**config.mk**
```make
export PLATFORM = sky130hd
export DESIGN_NAME = fuzzy_pd_controller
export DESIGN_NICKNAME = d
export VERILOG_FILES = /design/src/sv/fpd_pkg.sv /design/src/sv/fuzzy_pd_controller.sv /design/src/sv/fpd_div.sv
export SDC_FILE = /design/constraint.sdc
export NUM_CORES = 1
export LEC_CHECK = 0
export BUFFER_PORTS_ARGS = -buffer_cell sky130_fd_sc_hd__clkbuf_2
export CORE_ASPECT_RATIO = 0.9
export CORE_MARGIN = 5
export CORE_UTILIZATION = 50
export CTS_CLUSTER_DIAMETER = 30
export DETAILED_ROUTE_END_ITERATION = 10
export PLACE_DENSITY = 0.77
export SYNTH_ARGS = -nofsm -noshare
export SYNTH_HDL_FRONTEND = slang
export SYNTH_HIERARCHICAL = 1
export SYNTH_SLANG_ARGS = --single-unit
```
**constraint.sdc**
```tcl
create_clock -name i_clk -period 41 [get_ports i_clk]
set_input_delay 8.2 -clock i_clk [delete_from_list [all_inputs] [get_ports i_clk]]
set_output_delay 8.2 -clock i_clk [all_outputs]
set_load 0.01 [all_outputs]
```
**src/sv/fpd_pkg.sv**
```systemverilog
// package: fuzzy pd controller types, tables and constants
package fpd_pkg;

    localparam int ErrW  = 17;
    localparam int ChgW  = 18;
    localparam int SetPoints = 3;

    typedef enum logic [2:0] {
        t_st_idle,
        t_st_fuzz,
        t_st_rule,
        t_st_sum,
        t_st_div,
        t_st_done
    } t_state;

    // breakpoints in q8.8 for error sets
    function automatic logic signed [ChgW-1:0] err_pt(input logic [2:0] s, input logic [1:0] p);
        logic signed [ChgW-1:0] v;
        v = '0;
        case ({s, p})
            {3'd0, 2'd0}: v = -18'sd3840;
            {3'd0, 2'd1}: v = -18'sd512;
            {3'd0, 2'd2}: v = -18'sd128;
            {3'd1, 2'd0}: v = -18'sd512;
            {3'd1, 2'd1}: v = -18'sd128;
            {3'd1, 2'd2}: v = 18'sd0;
            {3'd2, 2'd0}: v = -18'sd128;
            {3'd2, 2'd1}: v = 18'sd0;
            {3'd2, 2'd2}: v = 18'sd128;
            {3'd3, 2'd0}: v = 18'sd0;
            {3'd3, 2'd1}: v = 18'sd128;
            {3'd3, 2'd2}: v = 18'sd512;
            {3'd4, 2'd0}: v = 18'sd128;
            {3'd4, 2'd1}: v = 18'sd512;
            {3'd4, 2'd2}: v = 18'sd3840;
            default:      v = '0;
        endcase
        return v;
    endfunction

    function automatic logic err_lv(input logic [2:0] s, input logic [1:0] p);
        logic v;
        v = 1'b0;
        case ({s, p})
            {3'd0, 2'd0}, {3'd0, 2'd1}: v = 1'b1;
            {3'd1, 2'd1}, {3'd2, 2'd1}, {3'd3, 2'd1}: v = 1'b1;
            {3'd4, 2'd1}, {3'd4, 2'd2}: v = 1'b1;
            default: v = 1'b0;
        endcase
        return v;
    endfunction

    function automatic logic signed [ChgW-1:0] rate_pt(input logic [2:0] s, input logic [1:0] p);
        return err_pt(s + 3'd1, p);
    endfunction

    function automatic logic rate_lv(input logic [2:0] s, input logic [1:0] p);
        logic v;
        v = 1'b0;
        case ({s, p})
            {3'd0, 2'd0}, {3'd0, 2'd1}: v = 1'b1;
            {3'd1, 2'd1}: v = 1'b1;
            {3'd2, 2'd1}, {3'd2, 2'd2}: v = 1'b1;
            default: v = 1'b0;
        endcase
        return v;
    endfunction

    function automatic logic [2:0] rule_out(input logic [2:0] i, input logic [2:0] j);
        logic [2:0] v;
        v = 3'd2;
        case ({i, j})
            {3'd0, 3'd0}: v = 3'd4;
            {3'd0, 3'd1}: v = 3'd3;
            {3'd0, 3'd2}: v = 3'd3;
            {3'd1, 3'd0}: v = 3'd4;
            {3'd1, 3'd1}: v = 3'd3;
            {3'd1, 3'd2}: v = 3'd2;
            {3'd3, 3'd0}: v = 3'd2;
            {3'd3, 3'd1}: v = 3'd1;
            {3'd3, 3'd2}: v = 3'd0;
            {3'd4, 3'd0}: v = 3'd1;
            {3'd4, 3'd1}: v = 3'd1;
            {3'd4, 3'd2}: v = 3'd0;
            default:      v = 3'd2;
        endcase
        return v;
    endfunction

endpackage

```
**src/sv/fuzzy_pd_controller.sv**
```systemverilog
// top level: fuzzy pd controller with max-min rules and singleton defuzzification
// Usage:
//   input channel i_measured_temp_valid/o_measured_temp_ready takes one
//   signed q8.8 sample per beat. The user must write setpoint (reset value 22.0)
//   via i_cfg_we and i_cfg_wdata only while idle; the block does not enforce it.
//   output channel o_drive_valid/i_drive_ready returns one beat per sample:
//   o_drive (signed q3.8, -2..2) and o_no_rule_fired.
// Each sample passes through grading of the eight fuzzy sets (one fuzzy
// set per cycle), the 15 rules through a shared min/max unit, the
// accumulation of the five levels, a serial divider with one quotient
// bit per cycle, and the hand-over to the output register. With no rule
// fired the divider is skipped. A new sample is taken in the cycle after
// the result is loaded, so the block never works on two samples at once.
// A stalled receiver holds the output register; the next sample is still
// worked on and waits at the end until the held beat leaves.
// Reset clears the previous error, restores the setpoint and empties the
// output register.
module fuzzy_pd_controller #(
    parameter int MEMBERSHIP_BITS = 8
) (
    input  logic                i_clk,
    input  logic                i_rst_n,
    input  logic                i_cfg_we,
    input  logic signed [15:0]  i_cfg_wdata,
    input  logic                i_measured_temp_valid,
    output logic                o_measured_temp_ready,
    input  logic signed [15:0]  i_measured_temp,
    output logic                o_drive_valid,
    input  logic                i_drive_ready,
    output logic signed [10:0]  o_drive,
    output logic                o_no_rule_fired
);
    import fpd_pkg::*;

    localparam int MbW   = MEMBERSHIP_BITS;
    localparam int DenW  = MbW + 3;
    localparam int NumW  = MbW + 14;
    localparam logic [MbW-1:0] Full = {MbW{1'b1}};
    localparam int QW     = MbW + 5;
    localparam int K3     = MbW + 4;
    localparam int K26    = MbW + 10;
    localparam int Recip3  = (2 ** K3 + 2) / 3;
    localparam int Recip26 = (2 ** K26 + 25) / 26;
    localparam logic signed [NumW:0] Lvl1 = 256;
    localparam logic signed [NumW:0] Lvl2 = 512;

    t_state r_state, n_state;
    logic signed [15:0]     r_setpoint;
    logic signed [ErrW-1:0] r_prev_err;
    logic signed [ErrW-1:0] r_err;
    logic signed [ChgW-1:0] r_chg;
    logic [MbW-1:0] r_ge [5];
    logic [MbW-1:0] r_gr [3];
    logic [MbW-1:0] r_str [5];
    logic [2:0] r_i, r_j;
    logic signed [NumW:0] r_num;
    logic [DenW-1:0]      r_den;
    logic r_out_valid;
    logic signed [10:0] r_drive;
    logic r_nrf;

    // grading of one set per cycle
    logic               w_is_err;
    logic [2:0]         w_set;
    logic signed [ChgW-1:0] w_x, w_a, w_b, w_c;
    logic w_la, w_lb, w_lc;
    logic [MbW-1:0] w_grade;
    logic signed [ChgW-1:0] w_p0, w_p1;
    logic w_u0, w_u1;
    logic [ChgW+MbW-1:0] w_prod;
    logic [ChgW-1:0] w_span, w_off;
    logic [MbW-1:0] w_interp;
    logic [QW-1:0] w_q7;
    logic [QW+K3-1:0] w_m3;
    logic [QW+K26-1:0] w_m26;

    always_comb begin
        w_is_err = (r_i < 3'd5);
        w_set = w_is_err ? r_i : r_i - 3'd5;
        w_x  = w_is_err ? ChgW'(r_err) : r_chg;
        w_a  = w_is_err ? err_pt(w_set, 2'd0) : rate_pt(w_set, 2'd0);
        w_b  = w_is_err ? err_pt(w_set, 2'd1) : rate_pt(w_set, 2'd1);
        w_c  = w_is_err ? err_pt(w_set, 2'd2) : rate_pt(w_set, 2'd2);
        w_la = w_is_err ? err_lv(w_set, 2'd0) : rate_lv(w_set, 2'd0);
        w_lb = w_is_err ? err_lv(w_set, 2'd1) : rate_lv(w_set, 2'd1);
        w_lc = w_is_err ? err_lv(w_set, 2'd2) : rate_lv(w_set, 2'd2);
        if (w_x <= w_b) begin
            w_p0 = w_a; w_p1 = w_b; w_u0 = w_la; w_u1 = w_lb;
        end else begin
            w_p0 = w_b; w_p1 = w_c; w_u0 = w_lb; w_u1 = w_lc;
        end
        w_span = ChgW'(w_p1 - w_p0);
        w_off  = w_u1 ? ChgW'(w_x - w_p0) : ChgW'(w_p1 - w_x);
        // spans are 128, 384 or 3328: shift by 7, then reciprocal for 3 or 26
        w_prod = (ChgW+MbW)'(w_off) * (ChgW+MbW)'(Full);
        w_q7   = QW'(w_prod >> 7);
        w_m3   = (QW+K3)'(w_q7) * (QW+K3)'(Recip3);
        w_m26  = (QW+K26)'(w_q7) * (QW+K26)'(Recip26);
        case (w_span)
            ChgW'(128): w_interp = MbW'(w_q7);
            ChgW'(384): w_interp = MbW'(w_m3 >> K3);
            default:    w_interp = MbW'(w_m26 >> K26);
        endcase
        if (w_x < w_a) begin
            w_grade = w_la ? Full : '0;
        end else if (w_x > w_c) begin
            w_grade = w_lc ? Full : '0;
        end else if (w_u0 == w_u1) begin
            w_grade = w_u0 ? Full : '0;
        end else begin
            w_grade = w_interp;
        end
    end

    // shared min/max for rules
    logic [MbW-1:0] w_min;
    logic [2:0] w_k;
    assign w_min = (r_ge[r_i] < r_gr[r_j[1:0]]) ? r_ge[r_i] : r_gr[r_j[1:0]];
    assign w_k = rule_out(r_i, r_j);

    // accumulation of one level per cycle
    logic signed [NumW:0] w_term;
    always_comb begin
        case (r_i)
            3'd0: w_term = -((NumW+1)'($signed({1'b0, r_str[0]})) * Lvl2);
            3'd1: w_term = -((NumW+1)'($signed({1'b0, r_str[1]})) * Lvl1);
            3'd3: w_term = (NumW+1)'($signed({1'b0, r_str[3]})) * Lvl1;
            3'd4: w_term = (NumW+1)'($signed({1'b0, r_str[4]})) * Lvl2;
            default: w_term = '0;
        endcase
    end

    logic div_start, div_done;
    logic [NumW-1:0] div_num, div_quo;
    logic [NumW-1:0] w_mag;
    assign w_mag = r_num[NumW] ? NumW'(-r_num) : NumW'(r_num);
    assign div_num = w_mag + NumW'(r_den >> 1);

    fpd_div #(.NUM_W(NumW), .DEN_W(DenW)) u_div (
        .i_clk  (i_clk),
        .i_rst_n(i_rst_n),
        .i_start(div_start),
        .i_num  (div_num),
        .i_den  (r_den),
        .o_done (div_done),
        .o_quo  (div_quo)
    );

    always_comb begin
        n_state = r_state;
        case (r_state)
            t_st_idle: if (i_measured_temp_valid && o_measured_temp_ready) n_state = t_st_fuzz;
            t_st_fuzz: if (r_i == 3'd7) n_state = t_st_rule;
            t_st_rule: if (r_i == 3'd4 && r_j == 3'd2) n_state = t_st_sum;
            t_st_sum:  if (r_i == 3'd5) n_state = (r_den == '0) ? t_st_done : t_st_div;
            t_st_div:  if (div_done) n_state = t_st_done;
            t_st_done: if (!r_out_valid || i_drive_ready) n_state = t_st_idle;
            default:   n_state = t_st_idle;
        endcase
    end

    always_comb begin
        o_measured_temp_ready = (r_state == t_st_idle);
        div_start = (r_state == t_st_sum) && (r_i == 3'd5) && (r_den != '0);
    end

    always_ff @(posedge i_clk) begin
        if (!i_rst_n) begin
            r_state     <= t_st_idle;
            r_setpoint  <= 16'sd5632;
            r_prev_err  <= '0;
            r_out_valid <= 1'b0;
            r_i <= '0;
            r_j <= '0;
        end else begin
            r_state <= n_state;
            if (i_cfg_we) r_setpoint <= i_cfg_wdata;
            if (o_drive_valid && i_drive_ready && r_state != t_st_done) r_out_valid <= 1'b0;
            case (r_state)
                t_st_idle: begin
                    if (i_measured_temp_valid) begin
                        r_err <= ErrW'(i_measured_temp) - ErrW'(r_setpoint);
                        r_chg <= ChgW'(ErrW'(i_measured_temp) - ErrW'(r_setpoint))
                               - ChgW'(r_prev_err);
                        r_prev_err <= ErrW'(i_measured_temp) - ErrW'(r_setpoint);
                        r_i <= '0;
                    end
                end
                t_st_fuzz: begin
                    if (w_is_err) r_ge[r_i] <= w_grade;
                    else r_gr[w_set[1:0]] <= w_grade;
                    r_i <= (r_i == 3'd7) ? 3'd0 : r_i + 3'd1;
                    r_j <= '0;
                    for (int k = 0; k < 5; k++) r_str[k] <= '0;
                end
                t_st_rule: begin
                    if (w_min > r_str[w_k]) r_str[w_k] <= w_min;
                    if (r_j == 3'd2) begin
                        r_j <= '0;
                        r_i <= (r_i == 3'd4) ? 3'd0 : r_i + 3'd1;
                    end else begin
                        r_j <= r_j + 3'd1;
                    end
                    r_num <= '0;
                    r_den <= '0;
                end
                t_st_sum: begin
                    // last cycle only hands the finished sums on
                    if (r_i != 3'd5) begin
                        r_num <= r_num + w_term;
                        r_den <= r_den + DenW'(r_str[r_i]);
                        r_i <= r_i + 3'd1;
                    end
                end
                t_st_done: begin
                    if (!r_out_valid || i_drive_ready) begin
                        r_out_valid <= 1'b1;
                        r_nrf <= (r_den == '0);
                        if (r_den == '0) r_drive <= '0;
                        else if (r_num[NumW]) r_drive <= -11'(div_quo);
                        else r_drive <= 11'(div_quo);
                    end
                end
                default: ;
            endcase
        end
    end

    assign o_drive_valid   = r_out_valid;
    assign o_drive         = r_drive;
    assign o_no_rule_fired = r_nrf;
endmodule

```
**src/sv/fpd_div.sv**
```systemverilog
// bit-serial restoring divider, one quotient bit per cycle
module fpd_div #(
    parameter int NUM_W = 24,
    parameter int DEN_W = 12
) (
    input  logic             i_clk,
    input  logic             i_rst_n,
    input  logic             i_start,
    input  logic [NUM_W-1:0] i_num,
    input  logic [DEN_W-1:0] i_den,
    output logic             o_done,
    output logic [NUM_W-1:0] o_quo
);
    localparam int CntW = $clog2(NUM_W + 1);

    logic [NUM_W-1:0] r_quo, n_quo;
    logic [DEN_W:0]   r_rem, n_rem;
    logic [DEN_W-1:0] r_den;
    logic [CntW-1:0]  r_cnt, n_cnt;
    logic             r_busy, n_busy, r_done, n_done;
    logic [DEN_W:0]   w_trial;

    always_comb begin
        n_quo  = r_quo;
        n_rem  = r_rem;
        n_cnt  = r_cnt;
        n_busy = r_busy;
        n_done = 1'b0;
        w_trial = {r_rem[DEN_W-1:0], r_quo[NUM_W-1]};
        if (i_start) begin
            n_quo  = i_num;
            n_rem  = '0;
            n_cnt  = CntW'(NUM_W);
            n_busy = 1'b1;
        end else if (r_busy) begin
            if (w_trial >= {1'b0, r_den}) begin
                n_rem = w_trial - {1'b0, r_den};
                n_quo = {r_quo[NUM_W-2:0], 1'b1};
            end else begin
                n_rem = w_trial;
                n_quo = {r_quo[NUM_W-2:0], 1'b0};
            end
            n_cnt = r_cnt - 1'b1;
            if (r_cnt == CntW'(1)) begin
                n_busy = 1'b0;
                n_done = 1'b1;
            end
        end
    end

    always_ff @(posedge i_clk) begin
        if (!i_rst_n) begin
            r_busy <= 1'b0;
            r_done <= 1'b0;
            r_cnt  <= '0;
        end else begin
            r_busy <= n_busy;
            r_done <= n_done;
            r_cnt  <= n_cnt;
        end
        r_quo <= n_quo;
        r_rem <= n_rem;
        if (i_start) begin
            r_den <= i_den;
        end
    end

    assign o_done = r_done;
    assign o_quo  = r_quo;
endmodule

```
==> After elaboration in Yosys (flattened, before gate mapping) <==
Memory sizes are Yosys's and may differ from the RTL's. A register that Yosys moved wholly into a read port is not among the register bits.
Index checks and enable logic that the tools add are counted.
Widths: inputs -> output; s select.
{ "op_classes": {"reduce_logical": 34, "magnitude_cmp": 7, "multipliers": 3, "n_mux": 92, "bitwise": 2, "n_eq_ne": 43, "addsub": 19} }
{ "op_table": {"columns": ["cell", "n"], "rows": [
  ["$pmux 18 s4", 6],
  ["$mux 18", 7],
  ["$pmux 23 s4", 1],
  ["$mux 22", 3],
  ["$mux 8", 8],
  ["$mux 3", 18],
  ["$sub 18x18->18", 3],
  ["$pmux 23 s2", 1],
  ["$mux 1", 34],
  ["$sub 16x16->17", 2],
  ["$mux 11", 3],
  ["$mul 13x14->26 const B", 1],
  ["$eq 3x2->1 const B", 8],
  ["$pmux 3 s4", 2],
  ["$add 23x23->23", 1],
  ["$mux 23", 1],
  ["$neg 16->23", 1],
  ["$neg 17->23", 1],
  ["$add 22x10->22", 1],
  ["$neg 22->22", 1],
  ["$pmux 11 s2", 1],
  ["$eq 3x3->1 const B", 7],
  ["$mul 18x8->20 const B", 1],
  ["$mul 13x10->19 const B", 1],
  ["50 further kinds", 87]
]} }
{ "word_totals": {"elab_cells": 222, "in_bits": 37, "ram_bits": 104, "out_inout_bits": 14, "register_bits": 175, "mem_count": 3} }
{ "mem_list": {"columns": ["name", "depth", "word_bits", "read_ports", "rd_ports_with_merged_regs", "wr", "line", "source"], "rows": [
  ["r_ge", 5, 8, 1, 1, 1, "fuzzy_pd_controller.sv:52", "logic [MbW-1:0] r_ge [5];"],
  ["r_str", 5, 8, 6, 1, 5, "fuzzy_pd_controller.sv:54", "logic [MbW-1:0] r_str [5];"],
  ["r_gr", 3, 8, 1, 1, 1, "fuzzy_pd_controller.sv:53", "logic [MbW-1:0] r_gr [3];"]
]} }

==> Depth between registers and ports, before layout <==
{ "logic_depth": {"ltp_word": 16, "mapped_depth": 61, "mapped_depth_nobuf": 59} }

==> Hierarchy <==
Netlist, hierarchy kept.
{ "modules_own_cells": {"columns": ["mod", "cells_each", "seq_area_each_um2", "area_per_inst_um2", "n_inst"], "rows": [
  ["fuzzy_pd_controller", 2554, 6996.7, 24765.0, 1],
  ["fpd_div", 229, 1351.3, 2732.6, 1]
]} }

==> Worst setup path before layout <==
OpenSTA, ideal clock, no wires.
{ "synth_path": {"path_kind": "register -> register", "from": "register r_i[0]", "to": "memory r_ge[0][7] (netlist name) (data pin)", "synth_period_minus_slack_ps": 13597, "setup_ps": 277, "t_arrival_ps": 13320, "stages_incl_launch_ff": 58, "slack_ps": 27403, "t_required_ps": 40723, "path_buffers": 3, "path_cell_list": "dfxtp_1 > buf_4 > inv_2 > ha_1 > clkbuf_1 > inv_2 > nor3_1 > a31oi_1 > o21a_1 > ha_1 > a211o_1 > o211ai_1 > nand4b_1 > nand3_4 > buf_1 > nand3_1 > o21ai_0 > ha_1 > [22 not listed] > ha_1 > nor2_1 > fa_1 > fa_1 > fa_1 > inv_1 > ha_1 > a22oi_1 > o211ai_1 > nor3_1 > a21oi_1 > o41ai_1 > o21ai_0 > a21oi_1 > xnor2_1 > or4bb_1 > mux2i_1 > nor3_1"} }
{ "synth_between": {"elab_chain_len": 16, "word_cells_on_any_way": 57, "cone_classes": "add/sub: 5; mul: 3; order compare: 4; eq/ne: 11; mux: 30; reduce/logical: 4"} }
{ "synth_lines": {"columns": ["element", "line", "source"], "rows": [
  ["from (decl)", "fuzzy_pd_controller.sv:55", "logic [2:0] r_i, r_j;"],
  ["from (signal assigned)", "fuzzy_pd_controller.sv:192", "r_i <= (r_i == 3'd7) ? 3'd0 : r_i + 3'd1;"],
  ["from (signal assigned)", "fuzzy_pd_controller.sv:200", "r_i <= (r_i == 3'd4) ? 3'd0 : r_i + 3'd1;"],
  ["from (signal assigned)", "fuzzy_pd_controller.sv:212", "r_i <= r_i + 3'd1;"],
  ["$sub 3x3->3 / $lt 3x3->1 (equally long branches)", "fuzzy_pd_controller.sv:79, fuzzy_pd_controller.sv:78", null],
  ["$mux 3", "fuzzy_pd_controller.sv:79", "w_set = w_is_err ? r_i : r_i - 3'd5;"],
  ["$add 3x1->3", "fpd_pkg.sv:55", "return err_pt(s + 3'd1, p);"],
  ["$eq 3x3->1, or another cell as far along", "fpd_pkg.sv:21", "case ({s, p})"],
  ["$pmux 18 s4", "fpd_pkg.sv:21", null],
  ["$mux 18", "fuzzy_pd_controller.sv:82", "w_b = w_is_err ? err_pt(w_set, 2'd1) : rate_pt(w_set, 2'd1);"],
  ["$le 18x18->1", "fuzzy_pd_controller.sv:87", "if (w_x <= w_b) begin"],
  ["$mux 18", "fuzzy_pd_controller.sv:87", null],
  ["$sub 18x18->18", "fuzzy_pd_controller.sv:93", "w_off = w_u1 ? ChgW'(w_x - w_p0) : ChgW'(w_p1 - w_x);"],
  ["$mux 18", "fuzzy_pd_controller.sv:93", null],
  ["$mul 18x8->20", "fuzzy_pd_controller.sv:95", "w_prod = (ChgW+MbW)'(w_off) * (ChgW+MbW)'(Full);"],
  ["$mul 13x14->26 / $mul 13x10->19 (equally long branches)", "fuzzy_pd_controller.sv:98, fuzzy_pd_controller.sv:97", null],
  ["$pmux 8 s2", "fuzzy_pd_controller.sv:99", "case (w_span)"],
  ["$mux 8", "fuzzy_pd_controller.sv:108", "end else if (w_u0 == w_u1) begin"],
  ["$mux 8", "fuzzy_pd_controller.sv:106", "end else if (w_x > w_c) begin"],
  ["$mux 8 (*)", "fuzzy_pd_controller.sv:104", "if (w_x < w_a) begin"],
  ["named net w_grade[7]", "fuzzy_pd_controller.sv:67", "logic [MbW-1:0] w_grade;"],
  ["to (decl)", "fuzzy_pd_controller.sv:52", null]
]} }
Mark *: on every way through the listed nets, which the timed path passes. The rest lies on a longest branch.

==> Worst setup path in the final report <==
{ "layout_path": {"from": "register r_i[1]", "to": "memory r_ge[2][7] (netlist name) (data pin)"} }
The elaborated chain is that of the path after synthesis.

==> results by group <==
Timing
  – Post-layout min period: between 15 and 20 ns
  – Final Max Slew Viols: 0
  – Fmax: slightly above 60 MHz
  – Count of final setup violators: 0
  – Setup TNS: 0 ns
  – Unrepaired setup endpoints after global routing: false
  – Tcrit/Tclk final: between 30% and 40%
  – Worst-margin pin slew: ~1.2 ns
  – Final Hold Viols: 0
  – Slew headroom: approximately a fifth
  – Clock skew: between 0.05 and 0.06 ns

Finish
  – Antenna cells: 0
  – P&R area growth vs syn: 10.72%
  – FILL cells: between 4000 and 5000
  – Most common cell after layout, fill and taps aside: inv_1
  – NumNets Final: 3395
  – Share of cells above drive strength 1: between 10 and 15%
  – Most frequent cells in the layout: inv_1, ha_1, nor2_1, edfxtp_1, nand2_1

Die
  – Initial Util: ~50%
  – Core area: ~54000 sq um
  – I/O Pins: between 50 and 60
  – DIE AREA: 59790 sq um
  – Die width: 257.2 um
  – Row count: just over 80
  – Die height: 232.5 um

Critical path
  – CP peak stage delay: just under 0.9 ns
  – Most used cell, CP: ha_1
  – Worst Setup Start Kind: flop
  – Slowest CP cell: o21ai_0
  – CP startpoint: r_i[1]
  – Kind of critical path: flop to flop
  – CP Max Fanout: 27
  – Crit path DAT: between 15 and 20 ns
  – CP top delay family: adder cells
  – Setup crit end kind: flop
  – Sum of buffers and inverters on the critical path: 8
  – R2R Path Start: r_i[1]
  – CP Data Required Time: around 40 ns

Route
  – Post-DRT Antenna Nets: 0
  – Wire length per cell: approximately 17 um
  – Number of vias per cell: roughly 5.6
  – First-pass DRT Iterations: 5
  – Starting DRT DRC Count: 1292
  – Total Wirelength: around 62 mm
  – Post-route DRC: 0
  – DR vias: roughly 20000

Clocking
  – CTS clk-pin slew, worst paths: roughly 0.06 ns
  – CTS hold repair buffers: 0
  – Post-CTS Setup Bufs: 0
  – # resized after CTS: 0
  – Worst-Skew Late Latency: 0.59 ns
  – CTS H-Tree Depth: 2
  – Clock root cell: clkbuf_16
  – Clock sink total: 300
  – Num CTS Buffers: 53
  – Maximum clock path buffer count: 3
  – CTS tree: yes

Place
  – Gp weighted congestion: between 0.9 and 1
  – Buffers added on ports: 50
  – DPL Wire Length: approximately 47 mm

Synth
  – Synthesized flop and latch total: 300
  – Cell Area, Synth: 27500 sq um
  – Mapped Cells: 2783
  – Async S/R FF share, synth: 0%
  – Post-synthesis average cell area: a little under 10 sq um
  – Post-synth EDFFs: roughly 230
  – Cell accounting for the most synthesized area: edfxtp_1
  – Post-synth top area share: roughly 26%
  – Yosys warns: 6
  – Synth top area cells: edfxtp_1, ha_1, fa_1
  – Post-synthesis sequential area ratio: a little under a third
  – Synth Flop Type: edfxtp_1
  – Synth unique cells: between 90 and 100

Global route
  – Most Crowded Layer GR: met2
  – Met2 global-route usage: 36.65%
  – Routing usage on met1: 25.88%
  – GRT Residual Overflow: 0
  – Vias in the first global route: approximately 21000
  – Global routing usage on met3: under 10%
  – Largest net degree at the start of global routing: 46
  – Global-route wire length before repair: 102.7 mm
  – Initial antenna violation count: 0
  – All-Layer GR Usage: around a fifth

Worst hold path
  – Worst hold start: r_prev_err[9]
  – Worst hold path class: flop to flop

Run
  – Max-cap violation count: 0

Outcome
  – Status: completed
[flip-flops by register name, summed over array words and instances (netlist names), 3 cells and up, named ones only]
| signal | cells |
|---|---|
| r_err | 17 |
| r_i | 3 |
| r_setpoint | 16 |
| u_div/o_quo | 22 |
| r_chg | 18 |
| u_div/r_den | 11 |
| r_str | 64 |
| r_den | 11 |
| r_state | 3 |
| u_div/r_rem | 11 |
| r_num | 15 |
| u_div/r_cnt | 5 |
| o_drive | 11 |
| r_gr | 24 |
| r_prev_err | 17 |
| r_j | 3 |
| r_ge | 40 |
[worst min-delay path: cells and delay by family, from the launching register on]
kind / cells / cell delay (ns)
flops: 1 / 0.31
simple gates: 1 / 0.05
compound gates: 1 / 0.05
[through the flow]
step                      std cells  instance area (sq um)  utilization [%]  setup slack [ns]  hold WS (ns)
after floorplan                2812                  27610                -             27.40        0.4363
final                          3609                  30450            55.94             24.94        0.4569
after global placement         3510                  28640            52.62             26.10        0.4419
after detailed placement       3510                  28640            52.62             25.44        0.4501
after global routing           3609                  30450            55.94             23.76        0.4862
after CTS                      3609                  30450            55.94             25.23        0.4573
[worst paths after layout]
| kind | to | slack (ns) | depth (start not counted) |
|---|---|---|---|
| setup / recovery | r_ge[2][7] | 24.94 | 49 |
| hold / removal | r_prev_err[9] | 0.46 | 2 |
| setup reg to reg | r_ge[2][7] | 24.94 | 49 |
| hold reg to reg | r_prev_err[9] | 0.46 | 2 |
[per-layer routing]
layer  up-vias  wire [um]
met3       112       3316
met5         -          0
li1       9787          -
met2       548      30680
met4         0       1359
met1      9879      26200
[cells by family after synthesis]
logic type | synth area share [%]
buf+inv | 6.552
compound gates | 11.57
simple gates | 11.84
mux | 6.197
fa+ha+maj | 27.06
flops | 30.36
other cells | 0.01364
xor+xnor | 6.407
[Yosys cell counts, types with 57 or more instances]
cell	instances
clkbuf_1	65
xor2_1	85
nand2_1	179
inv_1	376
o21ai_0	97
xnor2_1	106
dfxtp_1	66
edfxtp_1	234
nor2_1	262
mux2i_1	66
a21oi_1	148
nor3_1	57
fa_1	160
ha_1	338
[layout make-up]
cell class                 count  area [sq um]  area share (%)
clock buffer                  60          1425           4.681
clock inverter                39         384.1           1.262
inverter                     386          1449           4.759
multi-input combinational   2041         17500           57.47
sequential                   300          8348           27.42
tap                          705         882.1           2.897
timing repair buffer          78         460.4           1.512
Power is not shown: default switching activity piles up to over one toggle a cycle in this logic, so the estimate is an artifact.
